==> config.mk <==
export PLATFORM = sky130hd
export DESIGN_NAME = lfu_cfg
export DESIGN_NICKNAME = d
export VERILOG_FILES = /design/src/sv/lfu_pkg.sv /design/src/sv/lfu_cfg.sv
export SDC_FILE = /design/constraint.sdc
export NUM_CORES = 1
export LEC_CHECK = 0
export BUFFER_PORTS_ARGS = -buffer_cell sky130_fd_sc_hd__buf_2
export CAP_MARGIN = 20
export CORE_MARGIN = 2
export CORE_UTILIZATION = 32
export DETAILED_ROUTE_END_ITERATION = 10
export PLACE_DENSITY = 0.79
export SLEW_MARGIN = 40
export SYNTH_ARGS = -nofsm -noshare
export SYNTH_HDL_FRONTEND = slang
export SYNTH_SLANG_ARGS = --single-unit
==> constraint.sdc <==
create_clock -name clk -period 0.98 [get_ports clk]
set_input_delay 0.196 -clock clk [delete_from_list [all_inputs] [get_ports clk]]
set_output_delay 0.196 -clock clk [all_outputs]
set_load 0.005 [all_outputs]
==> src/sv/lfu_pkg.sv <==
// shared codes, widths and the config control struct of the lfu slot table
// no dependencies
`timescale 1ns / 1ps

package lfu_pkg;

	localparam int LIMIT_W = 9;
	localparam int ADDR_W  = 3;

	// opcodes
	localparam logic [2:0] OP_ALLOC = 3'd0;
	localparam logic [2:0] OP_RSTAT = 3'd1;
	localparam logic [2:0] OP_INCR  = 3'd2;
	localparam logic [2:0] OP_MARK  = 3'd3;
	localparam logic [2:0] OP_REL   = 3'd4;
	localparam logic [2:0] OP_FMIN  = 3'd5;

	// result status
	localparam logic [1:0] STAT_OK       = 2'd0;
	localparam logic [1:0] STAT_INVALID  = 2'd1;
	localparam logic [1:0] STAT_NOSPACE  = 2'd2;
	localparam logic [1:0] STAT_NOTFOUND = 2'd3;

	// register index, taken from paddr bit 2
	localparam logic REG_LIMIT = 1'b0;

	typedef struct packed {
		logic               clr;
		logic [LIMIT_W-1:0] wr_limit;
		logic [LIMIT_W-1:0] limit;
	} cfg_ctl_t;

endpackage

==> src/sv/lfu_cfg.sv <==
// apb slave holding the slot limit register
// depends on lfu_pkg
`timescale 1ns / 1ps

module lfu_cfg #(
	parameter int SLOTS = 256
) (
	input  logic                        clk,
	input  logic                        arst_n,
	input  logic                        psel,
	input  logic                        penable,
	input  logic                        pwrite,
	input  logic [lfu_pkg::ADDR_W-1:0]  paddr,
	input  logic [31:0]                 pwdata,
	output logic [31:0]                 prdata,
	output logic                        pready,
	output lfu_pkg::cfg_ctl_t           ctl
);

	localparam int LW      = lfu_pkg::LIMIT_W;
	localparam int RST_LIM = (SLOTS < 256) ? SLOTS : 256;

	logic [LW-1:0] limit_q;
	logic [LW-1:0] raw;
	logic [LW-1:0] wr_val;
	logic          wr_en;

	assign pready = 1'b1;
	assign wr_en  = psel && penable && pwrite && (paddr[2] == lfu_pkg::REG_LIMIT);
	assign raw    = pwdata[LW-1:0];

	// zero means one, anything above the table size saturates
	always_comb begin
		wr_val = raw;
		if (raw == '0) begin
			wr_val = LW'(1);
		end else if ({23'b0, raw} > 32'(SLOTS)) begin
			wr_val = LW'(SLOTS);
		end
	end

	always_ff @(posedge clk or negedge arst_n) begin
		if (!arst_n) begin
			limit_q <= LW'(RST_LIM);
		end else if (wr_en) begin
			limit_q <= wr_val;
		end
	end

	assign prdata = (paddr[2] == lfu_pkg::REG_LIMIT) ? {23'b0, limit_q} : 32'b0;

	assign ctl.clr      = wr_en;
	assign ctl.wr_limit = wr_val;
	assign ctl.limit    = limit_q;

endmodule

==> results.json <==
{
  "max_freq_ghz": 0.802,
  "cpMaxStageDelayCell": "dfstp_2",
  "drtIter0Drc": 1,
  "power_uw": 1480,
  "routed_wirelength_um": 2130,
  "clock-skew-final_ns": 0,
  "cp_slowest_stage_delay_ns": 0.53,
  "first_pass_iters": 3,
  "syn_area_per_cell_um2": 10.4,
  "switchingPower_uw": 431,
  "post-route-min-period_ns": 1.25,
  "dp_hpwl_um": 1230,
  "final_cell_count_no_fill": 155,
  "ys_seq_area_frac": 0.306,
  "path_cells": "and2b_2, buf_6",
  "fillers": 181,
  "worstPathRequired_ns": 0.78,
  "regToRegStartpoint": "limit_q[2]",
  "clockRootBuffer": "clkbuf_4",
  "register_area_um2": 226,
  "row_count": 17,
  "worstPathMaxFanout": 2,
  "route.met2.wl_um": 1080,
  "startpoint": "limit_q[8]",
  "dp.cells": 136,
  "areaGrowthSynthToFinish_pct": 55.8,
  "seq_power_share": 0.332,
  "grt-ovfl-total": 0,
  "final_max_slew_viol_count": 0,
  "async_flop_share": 1.00,
  "violations": "negative setup slack",
  "routedWlPerCell_um": 13.8,
  "via_per_inst": 4.33,
  "hold_viol": 0,
  "crit_path_end": "prdata[8]",
  "yosys.area.top_type_share": 0.271,
  "critPathKind": "reg2out",
  "r2r-end": "limit_q[2]",
  "via_count": 671,
  "port_buffers": 42,
  "top_register": "limit_q",
  "drv_cap": 0,
  "wl_met3_um": 233,
  "gp_congestion": 0.700,
  "rsz0062_at_grt": "yes",
  "clkPwrFrac": 0.202,
  "multi_input_area_um2": 403,
  "clock_latency_ns": 0.27,
  "intPower_uw": 1050,
  "cts_sinks": 9,
  "netlist_top_cells_area": "dfrtp_1 (27%), buf_4 (25%), mux2_4 (14%)",
  "reg2regPathDepth": 3,
  "cts_buffers": 3,
  "core_area_um2": 2190,
  "grtUsageTotal": 0.143,
  "min_from": "pwdata[8]",
  "diodes": 0,
  "grt_pass1_vias": 571,
  "synth_flop_cell": "dfrtp_1",
  "die-area_um2": 2710,
  "die_h_um": 52.1,
  "grt_max_degree": 12,
  "htreeDepth": 1,
  "grt_first_pass_wirelength_um": 2680,
  "status": "finished with violations",
  "syn_inst": 71,
  "power_density_nw_per_um2": 1290,
  "setup_ws_ns": -0.267,
  "synth-edff-count": 0,
  "cts_tree": "built",
  "top_regs": "limit_q x9",
  "highest_layer": "met4",
  "netlist_area_um2": 739,
  "arrival_ns": 1.05,
  "m1WireLength_um": 781,
  "p_comb_frac": 0.466,
  "largest_register_ffs": 9,
  "cp-start-kind": "register",
  "setup_viol": 19,
  "ir_drop_v": 0.000693,
  "ys_ff_latch": 9,
  "reg2reg_slack_ns": -0.02,
  "cts_buffer_depth": 2,
  "ant_nets": 0,
  "ys.warnings.count": 0,
  "fp.dieW_um": 52.1,
  "clk_pin_slew_ns": 0.06,
  "switching_share": 0.291,
  "drc": 0,
  "cp-end-kind": "primary output",
  "synth_area_leader_cell": "dfrtp_1",
  "final_nets": 168,
  "synthDistinctLibCells": 19,
  "antenna_found_initial": 0,
  "hold_class": "in2reg",
  "num_io_pins": 92,
  "start_util": 0.338,
  "p_leak_uw": 0.000679,
  "finalCritPeriodShare": 1.27,
  "drive_gt1_frac": 0.638
}
how the worst min path moves through the flow:
stage / cells past startpoint / end / slack (ns)
2_1_floorplan: 0 / limit_q[0] / -0.1
4_1_cts: 2 / limit_q[0] / 0.29
3_5_place_dp: 1 / limit_q[4] / 0.06
5_1_grt: 2 / limit_q[0] / 0.31
6_report: 2 / limit_q[0] / 0.28
3_3_place_gp: 1 / limit_q[3] / 0.05
cell usage after synthesis, types with 2 or more instances:
library cell and instances:
dfrtp_1 8, buf_4 25, conb_1 2, and2b_2 9, mux2_4 7, nor2b_1 7
layout by cell type, fill, tap and decap left out:
cell / netlist / routed
clkbuf_1: 1 / 1
nor2b_1: 7 / 7
nor3_1: 1 / 1
buf_2: 0 / 28
buf_4: 25 / 6
dfrtp_1: 8 / 8
buf_6: 1 / 22
dfstp_2: 1 / 1
nor2_1: 1 / 1
mux2_4: 7 / 7
a21oi_2: 0 / 1
and2b_2: 9 / 9
clkbuf_4: 0 / 3
inv_1: 1 / 1
mux2_2: 1 / 1
dlygate4sd3_1: 0 / 1
nand2_1: 1 / 1
nor4_4: 0 / 1
buf_8: 0 / 1
nand4b_4: 1 / 1
o31ai_1: 1 / 1
conb_1: 2 / 24
logic make-up after synthesis:
| group | Yosys count | synth area share |
|---|---|---|
| buffers and inverters | 29 | 0.286 |
| AND/OR/NAND/NOR | 21 | 0.223 |
| flip-flops | 9 | 0.306 |
| multiplexers | 8 | 0.157 |
| AO/OA/AOI/OAI | 2 | 0.0169 |
| other | 2 | 0.0102 |
repair_timing:
| action | 4_1_cts | 5_1_grt |
|---|---|---|
| gates resized for setup | 19 | 9 |
| hold endpoints to repair | 8 | 0 |
| endpoints found under the setup margin | 18 | 23 |
| cloned | 0 | 0 |
| buffers inserted | 14 | 0 |
| pin swaps | 3 | 1 |
| hold buffers | 1 | 0 |
stage by stage:
stage                      util  instance area [um2]  hold slack, ns  worst slack [ns]  setup TNS [ns]
after floorplan               -                  822         -0.0996            0.0644               0
after global placement    0.396                  867          0.0535            -0.238           -1.35
after detailed placement  0.396                  867          0.0612            -0.229           -1.50
after CTS                 0.504                 1100           0.290            -0.241           -2.46
after global routing      0.526                 1150           0.312            -0.292           -3.30
final                     0.526                 1150           0.276            -0.267           -2.72
power groups by stage:
stage / Sequential [uW] / Combinational, uW / Clock [uW]
finish: 492 / 691 / 300
global route: 496 / 735 / 321
CTS: 484 / 613 / 295
detailed placement: 495 / 373 / 0
global placement: 489 / 364 / 0
floorplan: 497 / 260 / 0
layer usage:
layer,track usage,vias up
met5,0,-
met4,0.0921,0
met3,0.0402,5
met2,0.276,50
met1,0.125,327
li1,-,289
area by class of cell:
cell class	count	area share
clock buffer	4	0.0228
multi-input combinational	55	0.350
timing repair buffer	58	0.397
inverter	1	0.00326
sequential	9	0.197
tap	28	0.0304
critical path: cells and delay by family (launching register included):
| family | cells | cell delay [ns] |
|---|---|---|
| flip-flops | 1 | 0.53 |
| buffers and inverters | 1 | 0.09 |
| AND/OR/NAND/NOR | 1 | 0.16 |
Power figures use the tool's default switching activity.
